## config.mk

```make
export PLATFORM = sky130hd
export DESIGN_NAME = hemisphere_partition_min_mass
export DESIGN_NICKNAME = d
export VERILOG_FILES = /design/src/hdl/hpmm_pkg.sv /design/src/hdl/hpmm_mac.sv /design/src/hdl/hemisphere_partition_min_mass.sv
export VERILOG_INCLUDE_DIRS = /design/src /design/src/hdl
export SDC_FILE = /design/constraint.sdc
export NUM_CORES = 2
export LEC_CHECK = 0
export ABC_AREA = 1
export CORE_AREA = 5 5 437 482
export DETAILED_ROUTE_END_ITERATION = 8
export DIE_AREA = 0 0 442 487
export DONT_BUFFER_PORTS = 1
export PLACE_DENSITY = 0.67
export SLEW_MARGIN = 20
export SYNTH_ARGS = -nofsm -noshare
export SYNTH_HDL_FRONTEND = slang
export SYNTH_SLANG_ARGS = --single-unit
export TNS_END_PERCENT = 30
```

## constraint.sdc

```tcl
create_clock -name i_clk -period 12.3 [get_ports i_clk]
set_input_delay 2.46 -clock i_clk [delete_from_list [all_inputs] [get_ports i_clk]]
set_output_delay 2.46 -clock i_clk [all_outputs]
set_load 0.03 [all_outputs]
```

## src/hdl/hemisphere_partition_min_mass_macros.svh

```systemverilog
// Assertion macros for the hemisphere partition block.
`ifndef HEMISPHERE_PARTITION_MIN_MASS_MACROS_SVH
`define HEMISPHERE_PARTITION_MIN_MASS_MACROS_SVH
`ifndef SYNTH
`define HPMM_ASSERT_IMP(lbl, clk, rst_n, ante, cons) \
    lbl: assert property (@(posedge clk) disable iff (!rst_n) (ante) |-> (cons)) \
        else $error("hpmm: implication check failed");
`define HPMM_ASSERT_NXT(lbl, clk, rst_n, ante, cons) \
    lbl: assert property (@(posedge clk) disable iff (!rst_n) (ante) |=> (cons)) \
        else $error("hpmm: next-cycle check failed");
`else
`define HPMM_ASSERT_IMP(lbl, clk, rst_n, ante, cons)
`define HPMM_ASSERT_NXT(lbl, clk, rst_n, ante, cons)
`endif
`endif

```

## src/hdl/hpmm_pkg.sv

```systemverilog
// Types and constants shared by the hemisphere partition block.
package hpmm_pkg;

    localparam int DEF_MAX_JETS      = 12;
    localparam int DEF_MOMENTUM_BITS = 18;

    localparam int OUT_W  = 22;
    localparam int USED_W = 4;

    localparam int NUM_COMP = 4;
    localparam int COMP_E   = 0;
    localparam int COMP_PX  = 1;
    localparam int COMP_PY  = 2;
    localparam int COMP_PZ  = 3;

    localparam int NUM_TERMS = 4;
    localparam int TERM_W    = 2;
    localparam logic [TERM_W-1:0] TERM_FIRST = TERM_W'(0);
    localparam logic [TERM_W-1:0] TERM_LAST  = TERM_W'(NUM_TERMS - 1);

    typedef enum logic [2:0] {
        S_LOAD,
        S_UPD,
        S_MUL,
        S_WAIT,
        S_CMP,
        S_SEL
    } t_state;

    typedef struct packed {
        logic clear;
        logic mul_en;
        logic neg;
    } t_mac_ctrl;

endpackage

```

## src/hdl/hpmm_mac.sv

```systemverilog
// Shared signed multiply-accumulate unit with one registered product stage.
module hpmm_mac #(
    parameter int SUM_W = hpmm_pkg::DEF_MOMENTUM_BITS + $clog2(hpmm_pkg::DEF_MAX_JETS) + 1
) (
    input  logic                      i_clk,
    input  logic                      i_rst_n,
    input  hpmm_pkg::t_mac_ctrl       i_ctrl,
    input  logic signed [SUM_W-1:0]   i_op_a,
    input  logic signed [SUM_W-1:0]   i_op_b,
    output logic signed [2*SUM_W+1:0] o_acc
);
    import hpmm_pkg::*;

    localparam int PROD_W = 2 * SUM_W;
    localparam int ACC_W  = PROD_W + 2;

    logic signed [PROD_W-1:0] r_prod;
    logic                     r_neg;
    logic                     r_pend;
    logic signed [ACC_W-1:0]  r_acc;
    logic signed [ACC_W-1:0]  w_prod_ext;

    assign w_prod_ext = {{(ACC_W - PROD_W){r_prod[PROD_W-1]}}, r_prod};
    assign o_acc      = r_acc;

    always_ff @(posedge i_clk) begin
        if (!i_rst_n) begin
            r_pend <= 1'b0;
        end else begin
            r_pend <= i_ctrl.mul_en;
        end
    end

    always_ff @(posedge i_clk) begin
        if (i_ctrl.mul_en) begin
            r_prod <= i_op_a * i_op_b;
            r_neg  <= i_ctrl.neg;
        end
        if (i_ctrl.clear) begin
            r_acc <= '0;
        end else if (r_pend) begin
            r_acc <= r_neg ? (r_acc - w_prod_ext) : (r_acc + w_prod_ext);
        end
    end

endmodule

```

## src/hdl/hemisphere_partition_min_mass.sv

```systemverilog
// Top level: jet store, split sequencer and hemisphere selection.
// Load: one cycle per jet, back to back; the jet with the last flag ends the load and, with
// two jets or more, starts the search: each split i in 1..2^n-2 takes update steps that move
// the changed jets between the sides, then 4 products on the shared multiplier, a drain and
// a compare. A pt compare then picks the lead side; when the output is free, o_valid rises,
// the result loads and the input is freed. Reset: synchronous, active low; store not cleared.
module hemisphere_partition_min_mass #(
    parameter int MAX_JETS      = hpmm_pkg::DEF_MAX_JETS,
    parameter int MOMENTUM_BITS = hpmm_pkg::DEF_MOMENTUM_BITS
) (
    input  logic                               i_clk,
    input  logic                               i_rst_n,
    input  logic                               i_valid,
    output logic                               o_stall,
    input  logic signed [MOMENTUM_BITS-1:0]    i_jet_px,
    input  logic signed [MOMENTUM_BITS-1:0]    i_jet_py,
    input  logic signed [MOMENTUM_BITS-1:0]    i_jet_pz,
    input  logic        [MOMENTUM_BITS-1:0]    i_jet_energy,
    input  logic                               i_last_jet,
    output logic                               o_valid,
    input  logic                               i_stall,
    output logic signed [hpmm_pkg::OUT_W-1:0]  o_lead_px,
    output logic signed [hpmm_pkg::OUT_W-1:0]  o_lead_py,
    output logic signed [hpmm_pkg::OUT_W-1:0]  o_lead_pz,
    output logic        [hpmm_pkg::OUT_W-1:0]  o_lead_energy,
    output logic signed [hpmm_pkg::OUT_W-1:0]  o_trail_px,
    output logic signed [hpmm_pkg::OUT_W-1:0]  o_trail_py,
    output logic signed [hpmm_pkg::OUT_W-1:0]  o_trail_pz,
    output logic        [hpmm_pkg::OUT_W-1:0]  o_trail_energy,
    output logic        [hpmm_pkg::USED_W-1:0] o_jets_used,
    output logic                               o_jets_dropped
);
    import hpmm_pkg::*;
`include "hemisphere_partition_min_mass_macros.svh"

    localparam int MB    = MOMENTUM_BITS;
    localparam int IDX_W = $clog2(MAX_JETS);
    localparam int CNT_W = $clog2(MAX_JETS + 1);
    localparam int SUM_W = MB + IDX_W + 1;
    localparam int ACC_W = 2 * SUM_W + 2;
    localparam int EXT_W = ((SUM_W > OUT_W) ? SUM_W : OUT_W) + 1;

    localparam logic signed [EXT_W-1:0] SHI = {{(EXT_W - OUT_W + 1){1'b0}}, {(OUT_W - 1){1'b1}}};
    localparam logic signed [EXT_W-1:0] SLO = ~SHI;
    localparam logic signed [EXT_W-1:0] UHI = {{(EXT_W - OUT_W){1'b0}}, {OUT_W{1'b1}}};

    function automatic logic signed [SUM_W-1:0] f_ext(input logic [MB-1:0] raw,
                                                       input logic is_signed);
        f_ext = {{(SUM_W - MB){is_signed & raw[MB-1]}}, raw};
    endfunction

    function automatic logic [OUT_W-1:0] f_sat(input logic signed [SUM_W-1:0] v,
                                               input logic is_unsigned);
        logic signed [EXT_W-1:0] x;
        logic signed [EXT_W-1:0] hi;
        logic signed [EXT_W-1:0] lo;
        x  = {{(EXT_W - SUM_W){v[SUM_W-1]}}, v};
        hi = is_unsigned ? UHI : SHI;
        lo = is_unsigned ? '0 : SLO;
        if (x > hi) begin
            x = hi;
        end else if (x < lo) begin
            x = lo;
        end
        f_sat = x[OUT_W-1:0];
    endfunction

    t_state                  r_state, n_state;
    logic [MB-1:0]           r_store [NUM_COMP][MAX_JETS];
    logic [CNT_W-1:0]        r_jet_count;
    logic                    r_overflow;
    logic signed [SUM_W-1:0] r_total  [NUM_COMP];
    logic signed [SUM_W-1:0] r_a      [NUM_COMP];
    logic signed [SUM_W-1:0] r_b      [NUM_COMP];
    logic signed [SUM_W-1:0] r_best_a [NUM_COMP];
    logic signed [SUM_W-1:0] r_best_b [NUM_COMP];
    logic signed [ACC_W-1:0] r_best_d;
    logic                    r_have;
    logic [MAX_JETS-1:0]     r_idx;
    logic [IDX_W-1:0]        r_bit;
    logic [TERM_W-1:0]       r_term;
    logic                    r_pt_mode;
    logic [OUT_W-1:0]        r_lead  [NUM_COMP];
    logic [OUT_W-1:0]        r_trail [NUM_COMP];
    logic                    r_out_valid;
    logic [USED_W-1:0]       r_out_used;
    logic                    r_out_dropped;

    logic [MB-1:0]           w_in      [NUM_COMP];
    logic signed [SUM_W-1:0] w_in_ext  [NUM_COMP];
    logic signed [SUM_W-1:0] w_tot_nxt [NUM_COMP];
    logic signed [SUM_W-1:0] w_jet     [NUM_COMP];
    logic                    w_accept;
    logic                    w_room;
    logic [CNT_W-1:0]        w_cnt_next;
    logic [CNT_W-1:0]        w_k;
    logic                    w_bit_set;
    logic [MAX_JETS-1:0]     w_idx_next;
    logic [MAX_JETS:0]       w_full;
    logic                    w_done;
    logic [TERM_W-1:0]       w_pt_comp;
    logic signed [SUM_W-1:0] w_op_a;
    logic signed [SUM_W-1:0] w_op_b;
    logic                    w_neg;
    t_mac_ctrl               w_ctrl;
    logic signed [ACC_W-1:0] w_acc;
    logic                    w_acc_pos;
    logic [CNT_W+USED_W-1:0] w_used_ext;
    logic                    w_out_free;

    assign w_in[COMP_E]  = i_jet_energy;
    assign w_in[COMP_PX] = i_jet_px;
    assign w_in[COMP_PY] = i_jet_py;
    assign w_in[COMP_PZ] = i_jet_pz;

    always_comb begin
        for (int c = 0; c < NUM_COMP; c++) begin
            w_in_ext[c]  = f_ext(w_in[c], c != COMP_E);
            w_tot_nxt[c] = w_room ? (r_total[c] + w_in_ext[c]) : r_total[c];
            w_jet[c]     = f_ext(r_store[c][w_k[IDX_W-1:0]], c != COMP_E);
        end
    end

    assign w_accept   = (r_state == S_LOAD) && i_valid;
    assign w_room     = r_jet_count < CNT_W'(MAX_JETS);
    assign w_cnt_next = w_room ? (r_jet_count + CNT_W'(1)) : r_jet_count;
    assign w_k        = r_jet_count - CNT_W'(1) - CNT_W'(r_bit);
    assign w_bit_set  = r_idx[r_bit];
    assign w_full     = ({{MAX_JETS{1'b0}}, 1'b1} << r_jet_count) - 1'b1;
    assign w_done     = w_idx_next == w_full[MAX_JETS-1:0];
    assign w_acc_pos  = !w_acc[ACC_W-1] && (w_acc != '0);
    assign w_out_free = !r_out_valid || !i_stall;

    always_comb begin
        w_idx_next        = r_idx;
        w_idx_next[r_bit] = ~w_bit_set;
    end

    always_comb begin
        w_pt_comp = r_term[0] ? TERM_W'(COMP_PY) : TERM_W'(COMP_PX);
        if (r_pt_mode) begin
            w_op_a = r_term[1] ? r_best_b[w_pt_comp] : r_best_a[w_pt_comp];
            w_op_b = w_op_a;
            w_neg  = r_term[1];
        end else begin
            w_op_a = r_a[r_term];
            w_op_b = r_b[r_term];
            w_neg  = r_term != TERM_W'(COMP_E);
        end
    end

    hpmm_mac #(
        .SUM_W (SUM_W)
    ) u_mac (
        .i_clk   (i_clk),
        .i_rst_n (i_rst_n),
        .i_ctrl  (w_ctrl),
        .i_op_a  (w_op_a),
        .i_op_b  (w_op_b),
        .o_acc   (w_acc)
    );

    always_ff @(posedge i_clk) begin
        if (!i_rst_n) begin
            r_state <= S_LOAD;
        end else begin
            r_state <= n_state;
        end
    end

    always_comb begin
        n_state = r_state;
        o_stall = 1'b1;
        w_ctrl  = '0;
        case (r_state)
            S_LOAD: begin
                o_stall = 1'b0;
                if (i_valid && i_last_jet) begin
                    n_state = (w_cnt_next >= CNT_W'(2)) ? S_UPD : S_MUL;
                end
            end
            S_UPD: begin
                if (!w_bit_set) begin
                    n_state = S_MUL;
                end
            end
            S_MUL: begin
                w_ctrl.mul_en = 1'b1;
                w_ctrl.clear  = r_term == TERM_FIRST;
                w_ctrl.neg    = w_neg;
                if (r_term == TERM_LAST) begin
                    n_state = S_WAIT;
                end
            end
            S_WAIT: begin
                n_state = r_pt_mode ? S_SEL : S_CMP;
            end
            S_CMP: begin
                n_state = S_UPD;
            end
            S_SEL: begin
                if (w_out_free) begin
                    n_state = S_LOAD;
                end
            end
            default: begin
                n_state = S_LOAD;
            end
        endcase
    end

    always_ff @(posedge i_clk) begin
        if (w_accept && w_room) begin
            for (int c = 0; c < NUM_COMP; c++) begin
                r_store[c][r_jet_count[IDX_W-1:0]] <= w_in[c];
            end
        end
    end

    always_ff @(posedge i_clk) begin
        if (!i_rst_n) begin
            r_out_valid <= 1'b0;
        end else if ((r_state == S_SEL) && w_out_free) begin
            r_out_valid <= 1'b1;
        end else if (!i_stall) begin
            r_out_valid <= 1'b0;
        end
    end

    always_ff @(posedge i_clk) begin
        if (!i_rst_n) begin
            r_jet_count <= '0;
            r_overflow  <= 1'b0;
            r_have      <= 1'b0;
            r_pt_mode   <= 1'b0;
            r_term      <= TERM_FIRST;
            r_bit       <= '0;
            r_idx       <= '0;
            r_total     <= '{default: '0};
        end else begin
            case (r_state)
                S_LOAD: begin
                    if (w_accept) begin
                        if (w_room) begin
                            r_jet_count <= w_cnt_next;
                            r_total     <= w_tot_nxt;
                        end else begin
                            r_overflow <= 1'b1;
                        end
                        if (i_last_jet) begin
                            r_a       <= '{default: '0};
                            r_b       <= w_tot_nxt;
                            r_best_a  <= '{default: '0};
                            r_best_b  <= '{default: '0};
                            r_idx     <= '0;
                            r_bit     <= '0;
                            r_have    <= 1'b0;
                            r_term    <= TERM_FIRST;
                            r_pt_mode <= w_cnt_next < CNT_W'(2);
                        end
                    end
                end
                S_UPD: begin
                    for (int c = 0; c < NUM_COMP; c++) begin
                        if (w_bit_set) begin
                            r_a[c] <= r_a[c] - w_jet[c];
                            r_b[c] <= r_b[c] + w_jet[c];
                        end else begin
                            r_a[c] <= r_a[c] + w_jet[c];
                            r_b[c] <= r_b[c] - w_jet[c];
                        end
                    end
                    r_idx <= w_idx_next;
                    r_bit <= w_bit_set ? (r_bit + IDX_W'(1)) : '0;
                    if (!w_bit_set && w_done) begin
                        r_pt_mode <= 1'b1;
                    end
                end
                S_MUL: begin
                    r_term <= r_term + TERM_W'(1);
                end
                S_CMP: begin
                    if (!r_have || (w_acc > r_best_d)) begin
                        r_have   <= 1'b1;
                        r_best_d <= w_acc;
                        r_best_a <= r_a;
                        r_best_b <= r_b;
                    end
                end
                S_SEL: begin
                    if (w_out_free) begin
                        for (int c = 0; c < NUM_COMP; c++) begin
                            r_lead[c]  <= f_sat(w_acc_pos ? r_best_a[c] : r_best_b[c],
                                                c == COMP_E);
                            r_trail[c] <= f_sat(w_acc_pos ? r_best_b[c] : r_best_a[c],
                                                c == COMP_E);
                        end
                        r_out_used    <= w_used_ext[USED_W-1:0];
                        r_out_dropped <= r_overflow;
                        r_jet_count   <= '0;
                        r_overflow    <= 1'b0;
                        r_total       <= '{default: '0};
                    end
                end
                default: begin
                    r_term <= TERM_FIRST;
                end
            endcase
        end
    end

    assign w_used_ext     = {{USED_W{1'b0}}, r_jet_count};
    assign o_valid        = r_out_valid;
    assign o_lead_px      = r_lead[COMP_PX];
    assign o_lead_py      = r_lead[COMP_PY];
    assign o_lead_pz      = r_lead[COMP_PZ];
    assign o_lead_energy  = r_lead[COMP_E];
    assign o_trail_px     = r_trail[COMP_PX];
    assign o_trail_py     = r_trail[COMP_PY];
    assign o_trail_pz     = r_trail[COMP_PZ];
    assign o_trail_energy = r_trail[COMP_E];
    assign o_jets_used    = r_out_used;
    assign o_jets_dropped = r_out_dropped;

    `HPMM_ASSERT_IMP(a_scan_in_range, i_clk, i_rst_n, r_state == S_UPD, CNT_W'(r_bit) < r_jet_count)
    `HPMM_ASSERT_IMP(a_split_needs_two, i_clk, i_rst_n, r_state == S_CMP, r_jet_count >= CNT_W'(2))
    `HPMM_ASSERT_IMP(a_count_capped, i_clk, i_rst_n, r_state == S_LOAD, r_jet_count <= CNT_W'(MAX_JETS))
    `HPMM_ASSERT_NXT(a_event_end, i_clk, i_rst_n, (r_state == S_SEL) && w_out_free, (r_state == S_LOAD) && (r_jet_count == '0) && !r_overflow && o_valid)
    `HPMM_ASSERT_NXT(a_out_hold, i_clk, i_rst_n, o_valid && i_stall, o_valid && $stable(o_lead_energy) && $stable(o_trail_px))

endmodule

```

After elaboration in Yosys (flattened, before gate mapping). Memories as Yosys holds them, arrays and structs flattened. Cells that the tools add are included.

Register bits: 638. Input bits: 77. Memories kept: 3. Output and inout bits: 183. Memory bits (writable): 1040. Word-level logic and storage cells: 309.

Reduce and logical (&&, ||, !) cells: 34. Multipliers: 1. $lt $le $gt $ge: 27. Eq/ne operators: 18. Shift operators: 1. Bitwise logic cells: 6. $add $sub $neg: 28. Multiplexer cells: 155.

Memories: r_store (words 4, bits a word 216, rd ports 4, clocked after Yosys merged registers in 0, write ports 4, line hemisphere_partition_min_mass.sv:69) `logic [MB-1:0] r_store [NUM_COMP][MAX_JETS];`; r_lead (words 4, bits a word 22, rd ports 4, clocked after Yosys merged registers in 0, write ports 4, line hemisphere_partition_min_mass.sv:83) `logic [OUT_W-1:0] r_lead [NUM_COMP];`; r_trail (words 4, bits a word 22, rd ports 4, clocked after Yosys merged registers in 0, write ports 4, line hemisphere_partition_min_mass.sv:84) `logic [OUT_W-1:0] r_trail [NUM_COMP];`.

Operators by type and width (number): 92-bit case mux with 2 select lines (5); 22-bit 2-to-1 mux (40); 92-bit 2-to-1 mux (9); 23-bit 2-to-1 mux (31); 18-bit binary-select mux with 4-bit select (4); 216-bit 2-to-1 mux (1); 23-bit by 18-bit adder with 23-bit output (9); 23-bit binary-select mux with 2-bit select (4); 18-bit 2-to-1 mux (9); 23-bit by 22-bit greater-than comparator with 1-bit output, second input constant (6); 23-bit by 22-bit less-than comparator with 1-bit output, second input constant (6); 23-bit by 18-bit subtractor with 23-bit output (6); 18-bit demux with 4-bit select (1); 23-bit by 19-bit adder with 23-bit output (3); 48-bit by 46-bit adder with 48-bit output (1); 48-bit greater-than comparator (1); 48-bit 2-to-1 mux (1); 48-bit nonzero test (1); 48-bit by 46-bit subtractor with 48-bit output (1); 23-bit greater-than comparator, second input constant (2); 23-bit by 1-bit less-than comparator with 1-bit output, second input constant (2); 23-bit by 23-bit multiplier with 46-bit output (1); 23-bit by 19-bit subtractor with 23-bit output (2); 4-bit 2-to-1 mux (7); 46 further kinds (117).

Depth between registers and ports, before layout.
Depth after elaboration: 9. Depth in mapped cells: 39. Mapped depth without buffers: 36.

Hierarchy. Synthesis repeated with hierarchy kept, for this count alone.

Cell total of the unflattened synthesis: 13122. Area, all modules: 112910.8 um^2.

Modules (own cells, without submodules): hemisphere_partition_min_mass (area an instance 83857.9 um^2, cells each 9195, instances 1, sequential area each 46294.4 um^2); hpmm_mac (area an instance 29052.9 um^2, cells each 3927, instances 1, sequential area each 2392.3 um^2).

Worst setup path after synthesis. Ideal clock, no wire load.

Kind: input-to-reg. Start point: input i_valid. End point: register r_a[0] (netlist bit), enable pin. Setup time: 732 ps. Arrival: 10757 ps. Stages: 5. Data required time: 11568 ps. Slack: 811 ps. Path buffers: 1. Path through: inv_1 -> nor2_1 -> a21oi_1 -> clkbuf_1 -> nor2_1.

Longest elaborated chain between the ends: 3.

Ends and longest elaborated chain: start, declared (line hemisphere_partition_min_mass.sv:13) `input logic i_valid,`; 1-bit logical AND (line hemisphere_partition_min_mass.sv:124) `assign w_accept = (r_state == S_LOAD) && i_valid;`; 2-bit != test (no line); 4-bit AND reduction (no line); end signal, assigned by index (line hemisphere_partition_min_mass.sv:266) `r_a[c] <= r_a[c] - w_jet[c];`; end signal, assigned by index (line hemisphere_partition_min_mass.sv:269) `r_a[c] <= r_a[c] + w_jet[c];`; end, declared (line hemisphere_partition_min_mass.sv:73) `logic signed [SUM_W-1:0] r_a [NUM_COMP];`.

No other way between the ends. A chain may end at the register's enable or synchronous reset.

Final worst setup path.
Start point: register r_term[0]. End point: register u_mac.r_prod[44], data pin.

Longest elaborated chain between the ends: 8. Elaborated cells between the ends (all ways): 19. Those cells by class: 1 x mul; 16 x mux; 2 x bitwise.

Ends and longest elaborated chain: start, declared (line hemisphere_partition_min_mass.sv:81) `logic [TERM_W-1:0] r_term;`; start signal, assigned (line hemisphere_partition_min_mass.sv:280) `r_term <= r_term + TERM_W'(1);`; 2-bit 2-to-1 mux (line hemisphere_partition_min_mass.sv:140) `w_pt_comp = r_term[0] ? TERM_W'(COMP_PY) : TERM_W'(COMP_PX);`; 2-bit inverter with 3-bit output (not written as such) (line hemisphere_partition_min_mass.sv:142) `w_op_a = r_term[1] ? r_best_b[w_pt_comp] : r_best_a[w_pt_comp];`; 23-bit binary-select mux with 2-bit select (line hemisphere_partition_min_mass.sv:142); 23-bit 2-to-1 mux (not written as such) (2 in a row) (line hemisphere_partition_min_mass.sv:142); 23-bit 2-to-1 mux (line hemisphere_partition_min_mass.sv:142); 23-bit 2-to-1 mux (line hemisphere_partition_min_mass.sv:141) `if (r_pt_mode) begin`; 23-bit by 23-bit multiplier with 46-bit output * (line hpmm_mac.sv:36) `r_prod <= i_op_a * i_op_b;`; end signal, assigned (line hpmm_mac.sv:36); end, declared (line hpmm_mac.sv:17) `logic signed [PROD_W-1:0] r_prod;`.

Mark *: on every way between the ends. The rest lies on a longest branch, timed or not. The select of a mux whose other input is x is not followed.

==> impl_metrics.yaml <==
outcome:
  status: "finished, final reports clean"
yosys:
  syn_inst: 13000
  async_flop_share: 0
  yosys.area.top_type_share: 0.404
  synth_common_cells: "nand2_1, inv_1, edfxtp_1, nor2_1, o21ai_0"
  synthesis.nets: 14100
  yosys_warnings: 0
  synth_ff_type: "edfxtp_1"
  netlist_top_cells_area: "edfxtp_1, fa_1, nand2_1, inv_1, ha_1"
  synth_seq_cells: 1678
  ys_seq_area_frac: 0.434
  syn_area_um2: 112000
  synth_edf_count: 1508
  synth_cell_type_count: 66
  avgSynthCellArea_um2: 8.66
  synthMostInstantiatedCell: "nand2_1"
  yosys.area.top_type: "edfxtp_1"
clock_network:
  clock-sinks: 1678
  worstSkewPairLatency_ps: 870
  numCtsBuffers: 178
  path_clk_slew_ps: 70
  clockBufferDepth: 3
  postCtsSetupRepairBufs: 0
  cts_tree: "done"
  cts_hold_buf: 0
  h-tree-depth: 4
  cts-root-buf: "clkbuf_16"
  cts_resized: 0
placement:
  gp_congestion: 0.988
  place_area_um2: 114000
  dp_hpwl_um: 262000
  numPortBuffers: 0
sta:
  worst_pin_slew_ps: 1180
  timing.final.crit_share: 0.852
  final_max_slew_viol_count: 0
  max_slew_margin: 0.208
  period_needed_ps: 10480
  hold_viol: 0
  fin_skew_ps: 48.0
  finalSetupTns_ps: 0
  setup_viol: 0
  rsz0062_at_grt: "false"
  fmax_mhz: 95.4
global_route:
  antenna_found_initial: 13
  grt_pass1_vias: 86600
  grt_pass1_wl_um: 535000
  grt_use_total: 0.326
  grt_overflow: 0
  grt_max_degree: 216
drt:
  drt_pass1_iterations: 6
  routed_wl_um: 357000
  wl_per_cell_um: 22.9
  postRouteAntennaNets: 0
  via_per_inst: 5.74
  num_vias: 89600
  drc_errors: 0
  first_iter_violations: 10100
die:
  rows: 175
  die_w_um: 442
  die_area_um2: 215000
  fp.dieH_um: 487
  start_util: 0.545
  io_pins: 260
  core_area_um2: 206000
critical_path:
  critPathKind: "reg2reg"
  crit_fanout: 67
  cp-start-kind: "flop"
  worstPathRequired_ps: 12870
  crit_arrival_ps: 11050
  critPathSlowestCell: "clkinv_2"
  critPathBufInv: 8
  cpPeakStageDelay_ps: 870
  critPathMostFrequentCell: "fa_1"
  crit_family: "adder cells"
  cp-end-kind: "flop"
cells_and_area:
  nFillCells: 18100
  finalNetCount: 13900
  fin_area_um2: 120000
  drive_gt1_frac: 0.0440
  area_growth_pct: 7.12
worst_hold_path:
  hold_class: "reg2reg"
flow_run:
  cap_violations: 0
area by class of cell:
type	instances	area (µm²)	area share
Multi-Input combinational cell	8680	53400	0.444
Inverter	2063	7780	0.0648
Clock inverter	97	1070	0.00894
Sequential cell	1678	48700	0.405
Timing Repair Buffer	111	921	0.00767
Tap cell	2743	3430	0.0286
Antenna cell	5	12.5	0.000104
Clock buffer	230	4830	0.0402
layout by cell type (no fill, tap or decap), drive strengths merged, types with 4 or more instances in the layout:
master,instances
a21boi,10
nand2,3079
nor4,45
buf,111
or2,93
ha,501
o22ai,42
clkbuf,230
nor2,1194
nand4,79
clkinv,69
a22o,4
fa,579
o2111ai,5
nor3,66
o211ai,96
nand3b,11
a21oi,815
o31ai,5
a2bb2oi,6
bufinv,13
a211oi,51
o21bai,22
inv,2066
nand3,507
a21o,27
xnor2,143
o21ai,999
a221oi,5
dfxtp,170
o21a,43
diode,5
edfxtp,1508
xor2,177
a31oi,45
clkinvlp,12
o221ai,11
layer usage:
layer,global-route usage,part of all wire,up-vias
met5,0,0.000087,-
met4,0.142,0.050,4
met3,0.0553,0.090,670
met2,0.504,0.44,3895
met1,0.456,0.42,43500
li1,-,-,41600
logic make-up (layout without fill, tap and decap cells):
| family | Yosys count | in the layout | share of synthesized area |
|---|---|---|---|
| buffers and inverters | 2596 | 2501 | 0.0916 |
| flip-flops | 1678 | 1678 | 0.434 |
| XOR/XNOR | 320 | 320 | 0.0253 |
| AND/OR/NAND/NOR | 5083 | 5083 | 0.183 |
| adder cells (fa/ha/maj) | 1080 | 1080 | 0.159 |
| AO/OA/AOI/OAI | 2197 | 2197 | 0.107 |
| other | 0 | 5 | 0 |
path summary, 6_finish.rpt:
check | start | end | slack (ps) | cells after the start
setup / recovery | r_term[0] | u_mac.r_prod[44] | 1820 | 27
hold / removal | r_overflow | o_jets_dropped | 430 | 0
setup reg to reg | r_term[0] | u_mac.r_prod[44] | 1820 | 27
hold reg to reg | r_overflow | o_jets_dropped | 430 | 0
state kept, by name, indices dropped and copies added, names as in the netlist, 2 cells and up:
name / cells
r_store: 864
r_a: 92
r_b: 92
r_best_a: 92
r_best_b: 92
r_total: 92
r_lead: 88
r_trail: 88
r_best_d: 48
u_mac.o_acc: 48
u_mac.r_prod: 46
r_idx: 12
o_jets_used: 4
r_bit: 4
r_jet_count: 4
r_state: 3
r_term: 2
metrics by stage:
stage	utilization	setup slack, ps	hold WS [ps]	instances
6_report	0.584	1820	434	15600
5_1_grt	0.584	1280	438	15600
4_1_cts	0.584	2040	430	15600
3_5_place_dp	0.555	2040	416	15300
3_3_place_gp	0.555	2090	410	15300
2_1_floorplan	-	811	408	13000
Power is left out: the tool's default activity adds up to more than one toggle a clock period on the data nets, which glitch-free logic cannot reach.
